[config.mk]
export PLATFORM = sky130hd
export DESIGN_NAME = status_request_responder_unit
export DESIGN_NICKNAME = d
export VERILOG_FILES = /design/src/rtl/core/sru_pkg.sv /design/src/rtl/core/sru_front.sv /design/src/rtl/core/sru_queue.sv /design/src/rtl/core/sru_back.sv /design/src/rtl/core/status_request_responder_unit.sv
export SDC_FILE = /design/constraint.sdc
export NUM_CORES = 1
export LEC_CHECK = 0
export ABC_AREA = 1
export BUFFER_PORTS_ARGS = -buffer_cell sky130_fd_sc_hd__buf_2
export CAP_MARGIN = 40
export CORE_MARGIN = 4
export CORE_UTILIZATION = 59
export CTS_CLUSTER_SIZE = 30
export DETAILED_ROUTE_END_ITERATION = 8
export PLACE_DENSITY = 0.74
export SETUP_SLACK_MARGIN = 0.15
export SYNTH_ARGS = -nofsm -noshare
export SYNTH_HDL_FRONTEND = slang
export SYNTH_SLANG_ARGS = --single-unit
[constraint.sdc]
create_clock -name clk -period 4.8 [get_ports clk]
set_input_delay 0.72 -clock clk [delete_from_list [all_inputs] [get_ports clk]]
set_output_delay 0.72 -clock clk [all_outputs]
set_load 0.02 [all_outputs]
[src/rtl/core/sru_pkg.sv]
// Shared types, codes and packet layout for the status request responder.
// No dependencies; every module of the block imports this package.
package sru_pkg;

    // One request byte as it crosses the input channel.
    typedef struct packed {
        logic [7:0] rx_byte;
        logic       end_of_transfer;
    } req_t;

    // One result as it crosses the output channel.
    typedef struct packed {
        logic [1:0]  status;
        logic [15:0] resp_word;
        logic        is_last;
    } resp_t;

    // Configuration registers, bundled for the back end.
    typedef struct packed {
        logic        [23:0] accum_time_tenths;
        logic        [31:0] uptime_ms;
        logic        [31:0] serial_no;
        logic signed [7:0]  board_temp;
        logic        [7:0]  fw_version;
        logic        [7:0]  status_bits;
        logic        [3:0]  build_no;
        logic        [7:0]  device_kind;
    } cfg_t;

    // Result status codes.
    localparam logic [1:0] ST_WORD    = 2'd0;
    localparam logic [1:0] ST_BAD_SUM = 2'd1;
    localparam logic [1:0] ST_UNKNOWN = 2'd2;
    localparam logic [1:0] ST_BAD_LEN = 2'd3;

    // Configuration register indexes.
    localparam int unsigned CFG_IDX_W = 3;
    localparam logic [CFG_IDX_W-1:0] CFG_ACCUM_TIME  = 3'd0;
    localparam logic [CFG_IDX_W-1:0] CFG_REALTIME    = 3'd1;
    localparam logic [CFG_IDX_W-1:0] CFG_SERIAL_NO   = 3'd2;
    localparam logic [CFG_IDX_W-1:0] CFG_BOARD_TEMP  = 3'd3;
    localparam logic [CFG_IDX_W-1:0] CFG_FW_VERSION  = 3'd4;
    localparam logic [CFG_IDX_W-1:0] CFG_STATUS_BITS = 3'd5;
    localparam logic [CFG_IDX_W-1:0] CFG_BUILD_NO    = 3'd6;
    localparam logic [CFG_IDX_W-1:0] CFG_DEVICE_KIND = 3'd7;
    localparam int unsigned CFG_DATA_W = 32;

    // Request framing.
    localparam logic [3:0] HDR_BYTES = 4'd6;
    localparam logic [3:0] REQ_LEN   = 4'd8;
    localparam logic [3:0] COUNT_SAT = 4'd9;

    // Response packet: 36 words, the last one carries the checksum.
    localparam int unsigned     WORD_IDX_W = 6;
    localparam logic [5:0]      LAST_WORD  = 6'd35;
    localparam logic [15:0]     RESP_SYNC  = 16'hF5FA;
    localparam logic [15:0]     RESP_PID   = 16'h8001;
    localparam logic [15:0]     RESP_LEN   = 16'h0040;

    // Expected request header byte at a given position.
    function automatic logic [7:0] hdr_byte(input logic [2:0] pos);
        logic [7:0] b;
        unique case (pos)
            3'd0:    b = 8'hF5;
            3'd1:    b = 8'hFA;
            3'd2:    b = 8'h01;
            3'd3:    b = 8'h01;
            default: b = 8'h00;
        endcase
        return b;
    endfunction

    // Packet word k (bytes 2k and 2k+1, first byte high); excludes the checksum word.
    function automatic logic [15:0] packet_word(input logic [5:0] k, input cfg_t c);
        logic [15:0] w;
        unique case (k)
            6'd0:    w = RESP_SYNC;
            6'd1:    w = RESP_PID;
            6'd2:    w = RESP_LEN;
            6'd9:    w = {8'h00, c.accum_time_tenths[7:0]};
            6'd10:   w = {c.accum_time_tenths[15:8], c.accum_time_tenths[23:16]};
            6'd13:   w = {c.uptime_ms[7:0], c.uptime_ms[15:8]};
            6'd14:   w = {c.uptime_ms[23:16], c.uptime_ms[31:24]};
            6'd15:   w = {c.fw_version, 8'h00};
            6'd16:   w = {c.serial_no[7:0], c.serial_no[15:8]};
            6'd17:   w = {c.serial_no[23:16], c.serial_no[31:24]};
            6'd20:   w = {c.board_temp, c.status_bits};
            6'd21:   w = {12'h000, c.build_no};
            6'd22:   w = {c.device_kind, 8'h00};
            default: w = 16'h0000;
        endcase
        return w;
    endfunction

endpackage

[src/rtl/core/sru_front.sv]
// Front end: tracks one request transfer and classifies it at its last byte.
// Depends on sru_pkg.
module sru_front
    import sru_pkg::*;
(
    input  logic       clk,
    input  logic       rst_n,
    input  logic       accept,
    input  req_t       req,
    output logic       push,
    output logic [1:0] verdict
);

    logic [3:0]  count_reg, count_next;
    logic        match_reg, match_next;
    logic [15:0] hsum_reg, hsum_next;
    logic [7:0]  chk_hi_reg, chk_hi_next;
    logic [3:0]  count_inc;
    logic        in_hdr;
    logic [15:0] chk_total;

    always_comb
    begin
        in_hdr    = (count_reg < HDR_BYTES);
        count_inc = (count_reg < COUNT_SAT) ? count_reg + 4'd1 : count_reg;

        match_next  = match_reg;
        hsum_next   = hsum_reg;
        chk_hi_next = chk_hi_reg;
        if (in_hdr)
        begin
            if (req.rx_byte != hdr_byte(count_reg[2:0]))
                match_next = 1'b0;
            hsum_next = hsum_reg + {8'h00, req.rx_byte};
        end
        else if (count_reg == HDR_BYTES)
        begin
            chk_hi_next = req.rx_byte;
        end

        // A verdict only matters at length eight, where this byte is the low check byte.
        chk_total = hsum_reg + {chk_hi_reg, req.rx_byte};
        priority if (count_inc != REQ_LEN)
            verdict = ST_BAD_LEN;
        else if (!match_next)
            verdict = ST_UNKNOWN;
        else if (chk_total != 16'h0000)
            verdict = ST_BAD_SUM;
        else
            verdict = ST_WORD;

        push = accept && req.end_of_transfer;

        count_next = count_inc;
        if (push)
        begin
            // Drop the request state once the transfer ends.
            count_next  = 4'd0;
            match_next  = 1'b1;
            hsum_next   = 16'h0000;
            chk_hi_next = 8'h00;
        end
    end

    always_ff @(posedge clk or negedge rst_n)
    begin
        if (!rst_n)
        begin
            count_reg  <= 4'd0;
            match_reg  <= 1'b1;
            hsum_reg   <= 16'h0000;
            chk_hi_reg <= 8'h00;
        end
        else if (accept)
        begin
            count_reg  <= count_next;
            match_reg  <= match_next;
            hsum_reg   <= hsum_next;
            chk_hi_reg <= chk_hi_next;
        end
    end

endmodule

[src/rtl/core/sru_queue.sv]
// Small verdict queue between the front and back ends.
// Depends on sru_pkg.
module sru_queue
    import sru_pkg::*;
#(
    parameter int unsigned DEPTH = 2
)
(
    input  logic       clk,
    input  logic       rst_n,
    input  logic       push,
    input  logic [1:0] din,
    output logic       full,
    input  logic       pop,
    output logic       valid,
    output logic [1:0] dout
);

    localparam int unsigned PTR_W = (DEPTH > 1) ? $clog2(DEPTH) : 1;
    localparam int unsigned CNT_W = $clog2(DEPTH + 1);
    localparam logic [PTR_W-1:0] PTR_LAST = PTR_W'(DEPTH - 1);
    localparam logic [CNT_W-1:0] CNT_FULL = CNT_W'(DEPTH);

    logic [1:0]       mem [DEPTH];
    logic [PTR_W-1:0] wr_ptr_reg, rd_ptr_reg;
    logic [CNT_W-1:0] count_reg;

    assign full  = (count_reg == CNT_FULL);
    assign valid = (count_reg != '0);
    assign dout  = mem[rd_ptr_reg];

    always_ff @(posedge clk)
    begin
        if (push)
            mem[wr_ptr_reg] <= din;
    end

    always_ff @(posedge clk or negedge rst_n)
    begin
        if (!rst_n)
        begin
            wr_ptr_reg <= '0;
            rd_ptr_reg <= '0;
            count_reg  <= '0;
        end
        else
        begin
            if (push)
                wr_ptr_reg <= (wr_ptr_reg == PTR_LAST) ? '0 : wr_ptr_reg + PTR_W'(1);
            if (pop)
                rd_ptr_reg <= (rd_ptr_reg == PTR_LAST) ? '0 : rd_ptr_reg + PTR_W'(1);
            if (push && !pop)
                count_reg <= count_reg + CNT_W'(1);
            else if (pop && !push)
                count_reg <= count_reg - CNT_W'(1);
        end
    end

endmodule

[src/rtl/core/sru_back.sv]
// Back end: turns verdicts into results, streaming the status packet word by word.
// Depends on sru_pkg.
module sru_back
    import sru_pkg::*;
(
    input  logic       clk,
    input  logic       rst_n,
    input  cfg_t       cfg,
    input  logic       q_valid,
    input  logic [1:0] q_data,
    output logic       pop,
    output logic       out_valid,
    input  logic       out_ready,
    output resp_t      out_data
);

    logic                  active_reg, active_next;
    logic [WORD_IDX_W-1:0] idx_reg, idx_next;
    logic [15:0]           sum_reg, sum_next;
    logic                  out_valid_reg, out_valid_next;
    resp_t                 out_data_reg;

    logic                  load, emit, word_ok, last_word;
    logic [1:0]            cur_status;
    logic [WORD_IDX_W-1:0] cur_idx;
    logic [15:0]           word_val, sum_base;
    resp_t                 resp;

    always_comb
    begin
        // Output slot frees when empty or being drained this cycle.
        load       = !out_valid_reg || out_ready;
        cur_status = active_reg ? ST_WORD : q_data;
        cur_idx    = active_reg ? idx_reg : '0;
        emit       = load && (active_reg || q_valid);
        pop        = load && !active_reg && q_valid;
        word_ok    = (cur_status == ST_WORD);
        last_word  = (cur_idx == LAST_WORD);

        word_val = last_word ? (16'h0000 - sum_reg) : packet_word(cur_idx, cfg);

        resp.status    = cur_status;
        resp.resp_word = word_ok ? word_val : 16'h0000;
        resp.is_last   = !word_ok || last_word;

        sum_base       = (cur_idx == '0) ? 16'h0000 : sum_reg;
        active_next    = active_reg;
        idx_next       = idx_reg;
        sum_next       = sum_reg;
        out_valid_next = load ? emit : out_valid_reg;
        if (emit)
        begin
            active_next = word_ok && !last_word;
            idx_next    = cur_idx + WORD_IDX_W'(1);
            sum_next    = sum_base + {8'h00, word_val[15:8]} + {8'h00, word_val[7:0]};
        end
    end

    always_ff @(posedge clk or negedge rst_n)
    begin
        if (!rst_n)
        begin
            active_reg    <= 1'b0;
            idx_reg       <= '0;
            sum_reg       <= 16'h0000;
            out_valid_reg <= 1'b0;
        end
        else
        begin
            active_reg    <= active_next;
            idx_reg       <= idx_next;
            sum_reg       <= sum_next;
            out_valid_reg <= out_valid_next;
        end
    end

    always_ff @(posedge clk)
    begin
        if (emit)
            out_data_reg <= resp;
    end

    assign out_valid = out_valid_reg;
    assign out_data  = out_data_reg;

endmodule

[src/rtl/core/status_request_responder_unit.sv]
// Status request responder: answers an eight-byte status request with a packet or an error result.
// Depends on sru_pkg, sru_front, sru_queue and sru_back.
//
// Request bytes enter on the in channel at one transfer per cycle; in_ready drops
// only while the verdict queue (QUEUE_DEPTH entries) is full. Every transfer
// that ends with end_of_transfer produces either a single error result (status
// bad length, unknown header or bad checksum, resp_word zero, is_last set) or,
// for a valid request, 36 status-packet words streamed at one word per cycle
// while out_ready holds, is_last on the final word. The front end tracks the
// byte count, header match and checksum and judges the request at its last
// byte; the verdict is written into the queue, and the back end registers its
// first result once it takes the verdict from the queue. The back end emits one
// result per cycle while out_ready holds, so a valid request occupies it until
// all 36 words are out; up to QUEUE_DEPTH further verdicts wait behind it while
// the front keeps taking bytes. The packet checksum accumulates as words go out, so
// no separate pass is spent on it. Configuration registers are plain writes through
// cfg_we / cfg_index / cfg_data and must only change while the block is idle.
module status_request_responder_unit
    import sru_pkg::*;
#(
    parameter int unsigned QUEUE_DEPTH = 2
)
(
    input  logic                  clk,
    input  logic                  rst_n,
    input  logic                  in_valid,
    output logic                  in_ready,
    input  req_t                  in_data,
    output logic                  out_valid,
    input  logic                  out_ready,
    output resp_t                 out_data,
    input  logic                  cfg_we,
    input  logic [CFG_IDX_W-1:0]  cfg_index,
    input  logic [CFG_DATA_W-1:0] cfg_data
);

    // Register values after reset.
    localparam cfg_t CFG_RESET = '{
        accum_time_tenths: 24'd420,
        uptime_ms:         32'd42000,
        serial_no:         32'd9100,
        board_temp:        8'sd30,
        fw_version:        8'd96,
        status_bits:       8'd32,
        build_no:          4'd5,
        device_kind:       8'd0
    };

    cfg_t       cfg_reg;
    logic       accept;
    logic       push;
    logic [1:0] verdict;
    logic       q_full;
    logic       q_valid;
    logic [1:0] q_data;
    logic       pop;

    // Configuration register file: write only, no read-back.
    always_ff @(posedge clk or negedge rst_n)
    begin
        if (!rst_n)
        begin
            cfg_reg <= CFG_RESET;
        end
        else if (cfg_we)
        begin
            unique case (cfg_index)
                CFG_ACCUM_TIME:  cfg_reg.accum_time_tenths <= cfg_data[23:0];
                CFG_REALTIME:    cfg_reg.uptime_ms         <= cfg_data;
                CFG_SERIAL_NO:   cfg_reg.serial_no         <= cfg_data;
                CFG_BOARD_TEMP:  cfg_reg.board_temp        <= cfg_data[7:0];
                CFG_FW_VERSION:  cfg_reg.fw_version        <= cfg_data[7:0];
                CFG_STATUS_BITS: cfg_reg.status_bits       <= cfg_data[7:0];
                CFG_BUILD_NO:    cfg_reg.build_no          <= cfg_data[3:0];
                CFG_DEVICE_KIND: cfg_reg.device_kind       <= cfg_data[7:0];
            endcase
        end
    end

    // Hold the input while no room is left for another verdict.
    assign in_ready = !q_full;
    assign accept   = in_valid && in_ready;

    sru_front u_front (
        .clk     (clk),
        .rst_n   (rst_n),
        .accept  (accept),
        .req     (in_data),
        .push    (push),
        .verdict (verdict)
    );

    sru_queue #(
        .DEPTH (QUEUE_DEPTH)
    ) u_queue (
        .clk   (clk),
        .rst_n (rst_n),
        .push  (push),
        .din   (verdict),
        .full  (q_full),
        .pop   (pop),
        .valid (q_valid),
        .dout  (q_data)
    );

    sru_back u_back (
        .clk       (clk),
        .rst_n     (rst_n),
        .cfg       (cfg_reg),
        .q_valid   (q_valid),
        .q_data    (q_data),
        .pop       (pop),
        .out_valid (out_valid),
        .out_ready (out_ready),
        .out_data  (out_data)
    );

endmodule

==> results.json, run 1 <==
{
  "path_class": "flip-flop to flip-flop",
  "synth_cell_type_count": 54,
  "vias": 9591,
  "min_period_ns": 4.12,
  "syn_nets": 1481,
  "grt_pass1_wl_microns": 49400,
  "required_ns": 5.19,
  "grt_pass1_vias": 9305,
  "worstSkewPairLatency_ns": 0.51,
  "synth_area_per_cell_sq_um": 8.02,
  "crit_fanout": 12,
  "end_kind": "flip-flop",
  "placed_cell_area_sq_um": 11800,
  "synthArstFlopShare_pct": 88.7,
  "wl_microns": 30300,
  "synth_ff_type": "dfrtp_1",
  "final_max_slew_viol_count": 0,
  "run_status": "finished clean",
  "clock_sinks": 204,
  "dieArea_sq_um": 21200,
  "slew_headroom_pct": 53.6,
  "clkTransAtPathRegs_ns": 0.06,
  "postSynthCellCount": 1392,
  "hold_violations": 0,
  "area.growth.synth_to_final_pct": 12.1,
  "min-delay-path-class": "primary input to flip-flop",
  "num_antenna_cells": 0,
  "power.density_nw_per_um2": 442,
  "setup_tns_ns": 0,
  "dr.pass1.iters": 5,
  "grt.overflow.total": 0,
  "drc": 0,
  "vias_per_cell": 5.60,
  "max_clock_freq_ghz": 0.243,
  "routedWlPerCell_microns": 17.7,
  "h-tree-depth": 1,
  "start_util_pct": 59.9,
  "gp_congestion": 0.984,
  "finalPower_w": 0.00553,
  "synth_warnings": 0,
  "placement.io_buffers": 69,
  "fin_crit_sh_pct": 85.8,
  "cap_viol_max_count": 0,
  "syn_area_sq_um": 11200,
  "cts_tree": "built",
  "cp.arrival_ns": 4.51,
  "rsz0062_at_grt": "false",
  "die_x_microns": 146,
  "antenna_left": 0,
  "largest_register_ffs": 124,
  "tightest_slew_ns": 0.694,
  "setup_viol": 0,
  "drt_iter0_markers": 820,
  "cellLeakagePower_nw": 6.19,
  "cts_buffers": 22,
  "synth_edf_count": 23,
  "skew_ns": 0.0134,
  "die_h_microns": 146,
  "synth_seq_cells": 204,
  "rows": 50,
  "layout.nets": 1551,
  "grt_start_max_net_pins": 96,
  "cts-root-buf": "clkbuf_16",
  "track_usage_pct": 28.7,
  "fin_area_sq_um": 12500,
  "ys_seq_area_share_pct": 47.0,
  "crit_path_start_kind": "flip-flop",
  "core_area_sq_um": 18600,
  "peakVddDrop_mv": 0.324,
  "antenna_found_initial": 0,
  "drive_above_1_share_pct": 13.0,
  "place_hpwl_microns": 22800,
  "ios": 70,
  "cts.path.max_buffers": 3
}
## critical path: stages, from the launching register on
cell,delay [ns]
dfrtp_2,0.53
nand2_2,0.16
nor2_4,0.18
inv_1,0.06
nor2_1,0.26
nand2_1,0.12
inv_2,0.18
a22o_1,0.15
nor2_1,0.04
nand3_1,0.11
nor2_1,0.09
fa_1,0.55
inv_1,0.05
ha_1,0.36
inv_1,0.05
o21ai_0,0.30
nand3_1,0.12
o211ai_1,0.13
nand2_1,0.10
nand2_1,0.08
nand2_1,0.06
nor2_1,0.11
xor2_1,0.15
inv_1,0.05
## kinds of logic (layout without fill, tap and decap cells)
| kind of cell | Yosys count | in the layout | share of synthesized area, % |
|---|---|---|---|
| AO/OA/AOI/OAI | 285 | 285 | 14.3 |
| XOR/XNOR | 26 | 26 | 2.04 |
| adder cells (fa/ha/maj) | 40 | 40 | 5.16 |
| buffers and inverters | 223 | 309 | 8.00 |
| flip-flops | 204 | 204 | 47.0 |
| AND/OR/NAND/NOR | 614 | 614 | 23.4 |
## cells in the mapped netlist, types with 4 or more instances
master / count / area [sq um]
edfxtp_1: 23 / 691
ha_1: 30 / 375
nand4_1: 19 / 119
fa_1: 10 / 200
a32o_1: 4 / 40.0
nor2_4: 6 / 67.6
xnor2_1: 7 / 61.3
nand2_2: 5 / 31.3
dfstp_2: 24 / 631
o21ai_0: 181 / 906
nand3_1: 65 / 325
dfrtp_1: 157 / 3930
nand3b_1: 7 / 52.6
buf_4: 4 / 30.0
xor2_1: 19 / 166
nand2_1: 387 / 1450
clkbuf_1: 26 / 97.6
o2111ai_1: 7 / 61.3
a211oi_1: 4 / 30.0
o211ai_1: 4 / 30.0
buf_6: 5 / 56.3
inv_2: 11 / 41.3
nor3_1: 11 / 55.1
nor2_1: 98 / 368
a21oi_1: 56 / 280
o22ai_1: 5 / 31.3
inv_1: 174 / 653
a21oi_2: 4 / 35.0
## layout make-up
cell class	count	area, sq um
tap	234	293
clock inverter	13	136
timing repair buffer	82	504
multi-input combinational	965	5020
clock buffer	27	599
inverter	187	704
fill	1625	6130
sequential	204	5250
## routing by layer
layer	vias to the layer above	global-route usage (%)	routed length (microns)
met5	-	0	0
met4	0	7.41	782
met3	53	5.17	2410
met2	369	43.6	13100
met1	4488	43.0	13900
li1	4681	-	-
## worst paths after layout
kind                            slack (ns)  depth (start not counted)               from                  to
worst max register to register        0.68                         23  u_back.active_reg  u_back.sum_reg[12]
worst min register to register        0.49                          2        cfg_reg[86]         cfg_reg[86]
worst max-delay path                  0.68                         23  u_back.active_reg  u_back.sum_reg[12]
max in group asynchronous             3.03                          4              rst_n         cfg_reg[38]
min in group asynchronous             0.58                          2              rst_n   u_back.sum_reg[3]
worst min-delay path                  0.40                          2          out_ready    u_back.out_valid
## metrics by stage
step | instances | hold slack (ns) | worst slack [ns] | util [%]
global route | 1712 | 0.407 | 0.289 | 67.1
finish | 1712 | 0.400 | 0.684 | 67.1
global placement | 1666 | 0.466 | 0.566 | 62.6
detailed placement | 1669 | 0.473 | 0.448 | 63.0
floorplan | 1392 | 0.424 | 1.40 | -
CTS | 1710 | 0.390 | 0.436 | 67.0
## power breakdown
| group | internal, W | total [W] | switching, W | leakage, nW |
|---|---|---|---|---|
| Clock | 0.00100 | 0.00172 | 0.000717 | 0.363 |
| Sequential | 0.00217 | 0.00246 | 0.000287 | 2.45 |
| Combinational | 0.000453 | 0.00135 | 0.000892 | 3.38 |
## repair_timing
action / 4_1_cts / 5_1_grt
endpoints found under the setup margin: 0 / 4
resized for setup: 0 / 1
hold buffers: 1 / 0
endpoints found under the hold margin: 1 / 0
setup buffers: 0 / 2
## placed cells by master (no fill, tap or decap), types with 9 or more instances in the layout
| cell type | netlist | routed |
|---|---|---|
| inv_1 | 174 | 174 |
| fa_1 | 10 | 10 |
| inv_2 | 11 | 11 |
| nand3_1 | 65 | 65 |
| nor2_1 | 98 | 98 |
| xor2_1 | 19 | 19 |
| clkbuf_16 | 0 | 22 |
| dfrtp_1 | 157 | 156 |
| nand4_1 | 19 | 19 |
| a21oi_1 | 56 | 56 |
| nor3_1 | 11 | 11 |
| ha_1 | 30 | 30 |
| o21ai_0 | 181 | 181 |
| dfstp_2 | 24 | 24 |
| nand2_1 | 387 | 385 |
| edfxtp_1 | 23 | 23 |
| buf_2 | 1 | 68 |
| buf_4 | 4 | 9 |
Power figures use the tool's default switching activity.
==> inputs of run 2 (changes only) <==
clock period = 5.1 ns   (was 4.8 ns; I/O delays follow)
==> results.json, run 2 (synthesis results as in run 1) <==
{
  "routed.top_layer": "met4",
  "dieArea_sq_um": 21200,
  "cts_tree": "built",
  "reg2reg_from": "u_back.active_reg",
  "drc": 0,
  "cts_resized": 0,
  "min_period_ns": 4.37,
  "rows": 50,
  "die_x_microns": 146,
  "slew_headroom_pct": 44.7,
  "ios": 70,
  "vias_per_cell": 5.68,
  "clkTransAtPathRegs_ns": 0.06,
  "crit_fanout": 19,
  "rsz0062_at_grt": "false",
  "reg2regPathDepth": 21,
  "min-delay-path-class": "primary input to asynchronous set/reset pin",
  "die_h_microns": 146,
  "start_util_pct": 59.9,
  "cellLeakagePower_nw": 6.13,
  "skew_ns": 0.0143,
  "fin_util_pct": 66.4,
  "power.density_nw_per_um2": 410,
  "grt_pass1_vias": 9191,
  "max_clock_freq_ghz": 0.229,
  "largest_register_ffs": 124,
  "h-tree-depth": 1,
  "most-common-layout-cells": "385 x nand2_1, 181 x o21ai_0, 174 x inv_1",
  "rrSetupSlack_ns": 0.73,
  "crit_chain": "nand2_2 > nor2_4 > nand2_1 > inv_2 > a22o_1 > nor2_1 > nand3_1 > nor2_1 > fa_1 > inv_1 > ha_1 > inv_1 > o21ai_0 > nand3_1 > o211ai_1 > nand2_1 > nand2_1 > nand2_1 > nor2_1 > xor2_1 > inv_1",
  "cp.arrival_ns": 4.76,
  "cts_setup_buffers": 0,
  "wl_microns": 30300,
  "area.growth.synth_to_final_pct": 11.0,
  "final_common_cell": "nand2_1",
  "end_kind": "flip-flop",
  "drive_above_1_share_pct": 12.5,
  "peakVddDrop_mv": 0.335,
  "layout.nets": 1544,
  "crit_path_start_kind": "flip-flop",
  "placement.io_buffers": 69,
  "dr.pass1.iters": 5,
  "fillCellCount": 1605,
  "run_status": "finished clean",
  "wl_met1_microns": 13400,
  "tightest_slew_ns": 0.830,
  "num_antenna_cells": 0,
  "grt_pass1_wl_microns": 48900,
  "met3WireLength_microns": 2580,
  "dr_wl_met2_microns": 13300,
  "required_ns": 5.50,
  "antenna_left": 0,
  "slowest_delay_ns": 0.64,
  "drt_iter0_markers": 813,
  "hold_violations": 0,
  "setup_tns_ns": 0,
  "grt_start_max_net_pins": 93,
  "core_area_sq_um": 18600,
  "final_max_slew_viol_count": 0,
  "routedWlPerCell_microns": 17.8,
  "antenna_found_initial": 0,
  "clock_sinks": 204,
  "cts_buffers": 22,
  "worst_path_most_repeated_cell": "nand2_1",
  "cts-root-buf": "clkbuf_16",
  "slowest_stage": "dfrtp_1",
  "worstSkewPairLatency_ns": 0.51,
  "hold_buffers": 0,
  "reg2reg_to": "u_back.sum_reg[12]",
  "gp_congestion": 1.04,
  "grt.overflow.total": 0,
  "cap_viol_max_count": 0,
  "path_class": "flip-flop to flip-flop",
  "track_usage_pct": 28.4,
  "vias": 9685,
  "fin_crit_sh_pct": 85.6,
  "cts.path.max_buffers": 3,
  "setup_viol": 0,
  "place_hpwl_microns": 22700
}
## run 2: changes by cell type in the layout (fill, tap and decap cells not counted), sizes merged
| cell | previous run | this run |
|---|---|---|
| bufinv | 2 | 0 |
| dlygate4sd3 | 1 | 0 |
| clkinv | 8 | 12 |
| inv | 188 | 187 |
| buf | 81 | 75 |
| clkbuf | 27 | 26 |
## run 2: power by group
group	total (W)	internal, W	switching [W]
combinational	0.00126	0.000424	0.000838
clock	0.00150	0.000839	0.000659
sequential	0.00231	0.00205	0.000269
total	0.00507	0.00331	0.00177
## run 2: routing by layer
metal | vias up | GRT usage (%)
met5 | - | 0
met1 | 4525 | 42.0
met3 | 66 | 5.36
met2 | 434 | 42.7
met4 | 0 | 9.40
li1 | 4660 | -
## run 2: final cells by class
class	instances	area [sq um]	area share, %
Clock inverter	14	77.6	0.626
Sequential cell	204	5250	42.4
Inverter	187	704	5.69
Tap cell	234	293	2.36
Timing Repair Buffer	75	442	3.57
Multi-Input combinational cell	965	5020	40.6
Clock buffer	26	597	4.82
## run 2: critical path: cells and delay by family, from the launching register on
kind / cells / cell delay (ns)
DFF: 1 / 0.64
xor gates and xnor gates: 1 / 0.15
adders and majority gates: 2 / 0.90
AOI/OAI and AO/OA: 3 / 0.67
and+or+nand+nor: 11 / 1.46
buffers and inverters: 4 / 0.42
## run 2: metrics by stage
step           cell area (sq um)  hold WS (ns)  setup slack, ns  instances  total power [W]
2_1_floorplan              11200         0.453             1.70       1392          0.00315
3_3_place_gp               11700         0.466            0.952       1663          0.00355
3_5_place_dp               11700         0.473            0.820       1665          0.00358
4_1_cts                    12400         0.343            0.803       1705          0.00509
5_1_grt                    12400         0.368            0.461       1705          0.00539
6_report                   12400         0.306            0.734       1705          0.00507
## run 2: how the worst max path moves through the flow
stage	startpoint	endpoint	slack, ns
5_1_grt	u_back.active_reg	u_back.sum_reg[12]	0.46
6_report	u_back.active_reg	u_back.sum_reg[12]	0.73
2_1_floorplan	u_back.active_reg	u_back.sum_reg[12]	1.70
3_3_place_gp	u_back.active_reg	u_back.sum_reg[12]	0.95
3_5_place_dp	u_back.active_reg	u_back.sum_reg[12]	0.82
4_1_cts	u_back.active_reg	u_back.sum_reg[12]	0.80
==> inputs of run 3 (changes only) <==
REMOVE_ABC_BUFFERS = 1   (was unset)
SYNTH_HIERARCHICAL = 1   (was unset)
==> results.json, run 3 <==
{
  "area.growth.synth_to_final_pct": 10.1,
  "cts_tree": "built",
  "path_class": "flip-flop to flip-flop",
  "clkTransAtPathRegs_ns": 0.06,
  "cts-root-buf": "clkbuf_16",
  "drive_above_1_share_pct": 12.0,
  "grt_pass1_vias": 10500,
  "run_status": "finished clean",
  "wl_microns": 34200,
  "synth_top_area_share_pct": 32.1,
  "synthAdderAreaFrac_pct": 4.70,
  "yosysMostFrequentCell": "nand2_1",
  "synth_seq_cells": 204,
  "core_area_sq_um": 20400,
  "antenna_found_initial": 0,
  "cp.arrival_ns": 4.84,
  "die_h_microns": 152,
  "synth_top_family_by_area": "simple AND/OR/NAND/NOR gates",
  "reg2reg_from": "u_back/active_reg",
  "seq_area_sq_um": 5250,
  "slew_headroom_pct": 44.7,
  "syn_area_sq_um": 12300,
  "hold_buffers": 0,
  "dr.pass1.iters": 6,
  "yosys.area_share.simple_pct": 38.1,
  "layout.nets": 1811,
  "reg2regPathDepth": 22,
  "gp_congestion": 1.01,
  "start_util_pct": 60.2,
  "grt.overflow.total": 0,
  "synth_common_cells": "612 x nand2_1, 252 x nand3_1, 178 x inv_1, 157 x dfrtp_1, 116 x nor2_1",
  "fillCellCount": 1777,
  "synth_compound_area_share_pct": 3.89,
  "synthArstFlopShare_pct": 88.7,
  "vias_per_cell": 5.59,
  "rows": 52,
  "synth_ff_type": "dfrtp_1",
  "crit_chain": "nand2_2 > nor2_4 > nand2_1 > nor2_2 > nand2_1 > nand2_1 > nor2_1 > nand2_1 > nor2_1 > fa_1 > inv_1 > ha_1 > inv_1 > fa_1 > o21ai_0 > nand2_1 > nand2_1 > nand2_1 > nor2_1 > nand3_1 > nand2_1 > inv_1",
  "slowest_stage": "dfrtp_1",
  "cap_viol_max_count": 0,
  "largest_register_ffs": 124,
  "hold_violations": 0,
  "crit_path_start_kind": "flip-flop",
  "placement.io_buffers": 69,
  "h-tree-depth": 1,
  "place_hpwl_microns": 24700,
  "vias": 11200,
  "grt_start_max_net_pins": 76,
  "die_x_microns": 152,
  "synth_warnings": 6,
  "postSynthCellCount": 1669,
  "cellLeakagePower_nw": 7.15,
  "required_ns": 5.50,
  "rsz0062_at_grt": "false",
  "grt_pass1_wl_microns": 55200,
  "drt_iter0_markers": 1162,
  "synth_edf_count": 23,
  "worst_path_most_repeated_cell": "nand2_1",
  "clock_sinks": 204,
  "cts_resized": 0,
  "skew_ns": 0.0134,
  "synth_mux_area_share_pct": 0.184,
  "num_antenna_cells": 0,
  "fin_crit_sh_pct": 87.1,
  "drc": 0,
  "slowest_delay_ns": 0.72,
  "setup_viol": 0,
  "peakVddDrop_mv": 0.331,
  "track_usage_pct": 29.0,
  "end_kind": "flip-flop",
  "finalPower_w": 0.00545,
  "worst_hold_slack_ns": 0.135,
  "min_period_ns": 4.44,
  "ios": 70,
  "synth_xor_area_share_pct": 1.43,
  "most-common-layout-cells": "612 x nand2_1, 252 x nand3_1, 178 x inv_1",
  "power.density_nw_per_um2": 404,
  "worstSkewPairLatency_ns": 0.51,
  "antenna_left": 0,
  "cts_setup_buffers": 0,
  "min-delay-path-class": "primary input to asynchronous set/reset pin",
  "multi_input_area_sq_um": 5930,
  "routedWlPerCell_microns": 17.0,
  "tightest_slew_ns": 0.827,
  "final_common_cell": "nand2_1",
  "ys_seq_area_share_pct": 42.8,
  "cts_buffers": 22,
  "synth_cell_type_count": 44,
  "startpoint": "u_back/active_reg",
  "synth_area_per_cell_sq_um": 7.34,
  "setup_tns_ns": 0,
  "dieArea_sq_um": 23100,
  "final_max_slew_viol_count": 0,
  "synth_top_cell_by_area": "dfrtp_1",
  "synth.area.top_cells": "dfrtp_1 32%, nand2_1 19%, nand3_1 10%",
  "cts.path.max_buffers": 3,
  "crit_fanout": 17,
  "max_clock_freq_ghz": 0.225
}
==> run 3: cells by family (layout without fill, tap and decap cells) <==
family / count (synthesis) / in the layout
simple gates: 1072 / 1072
buf+inv: 244 / 312
flops: 204 / 204
compound gates: 87 / 87
fa+ha+maj: 40 / 40
xor+xnor: 20 / 20
mux: 2 / 2
==> run 3: where the power goes <==
part | internal, W | leakage, nW | switching [W] | total, W
Sequential | 0.00205 | 2.46 | 0.000281 | 0.00233
Clock | 0.00108 | 0.383 | 0.000670 | 0.00175
Combinational | 0.000445 | 4.30 | 0.000919 | 0.00136
Total | 0.00358 | 7.15 | 0.00187 | 0.00545
==> run 3: layer usage <==
metal	vias to the layer above	share of wire, %	wire length, microns	GRT usage, %
li1	5394	-	-	-
met5	-	0	0	0
met4	0	2.9	1000	8.90
met1	5226	43	14800	42.7
met2	520	45	15200	43.9
met3	80	9.3	3170	5.23
==> run 3: layout make-up <==
| type | instances | area share [%] |
|---|---|---|
| Clock inverter | 8 | 1.08 |
| Clock buffer | 31 | 4.78 |
| Sequential cell | 204 | 38.9 |
| Tap cell | 270 | 2.50 |
| Inverter | 191 | 5.31 |
| Multi-Input combinational cell | 1221 | 43.9 |
| Timing Repair Buffer | 82 | 3.48 |
==> run 3: worst max-delay path, delay by kind of cell, from the launching register on <==
kind | cells | cell delay [ns]
buf+inv | 3 | 0.15
fa+ha+maj | 3 | 1.01
flops | 1 | 0.72
compound gates | 1 | 0.45
simple gates | 15 | 2.01
==> run 3: final timing paths <==
path	end	slack (ns)
worst max-delay path	u_back/sum_reg[11]	0.66
worst min-delay path	u_back/sum_reg[6]	0.13
worst max register to register	u_back/sum_reg[11]	0.66
worst min register to register	cfg_reg[72]	0.46
max in group asynchronous	cfg_reg[32]	3.75
min in group clk	cfg_reg[72]	0.46
==> run 3: stage by stage <==
step           worst slack, ns  util [%]  cell area (sq um)  instances
2_1_floorplan            0.203         -              11900       1616
3_3_place_gp             0.878      62.3              12700       1967
3_5_place_dp             0.744      62.4              12700       1968
4_1_cts                  0.735      66.3              13500       2007
5_1_grt                  0.234      66.3              13500       2007
6_report                 0.658      66.3              13500       2007
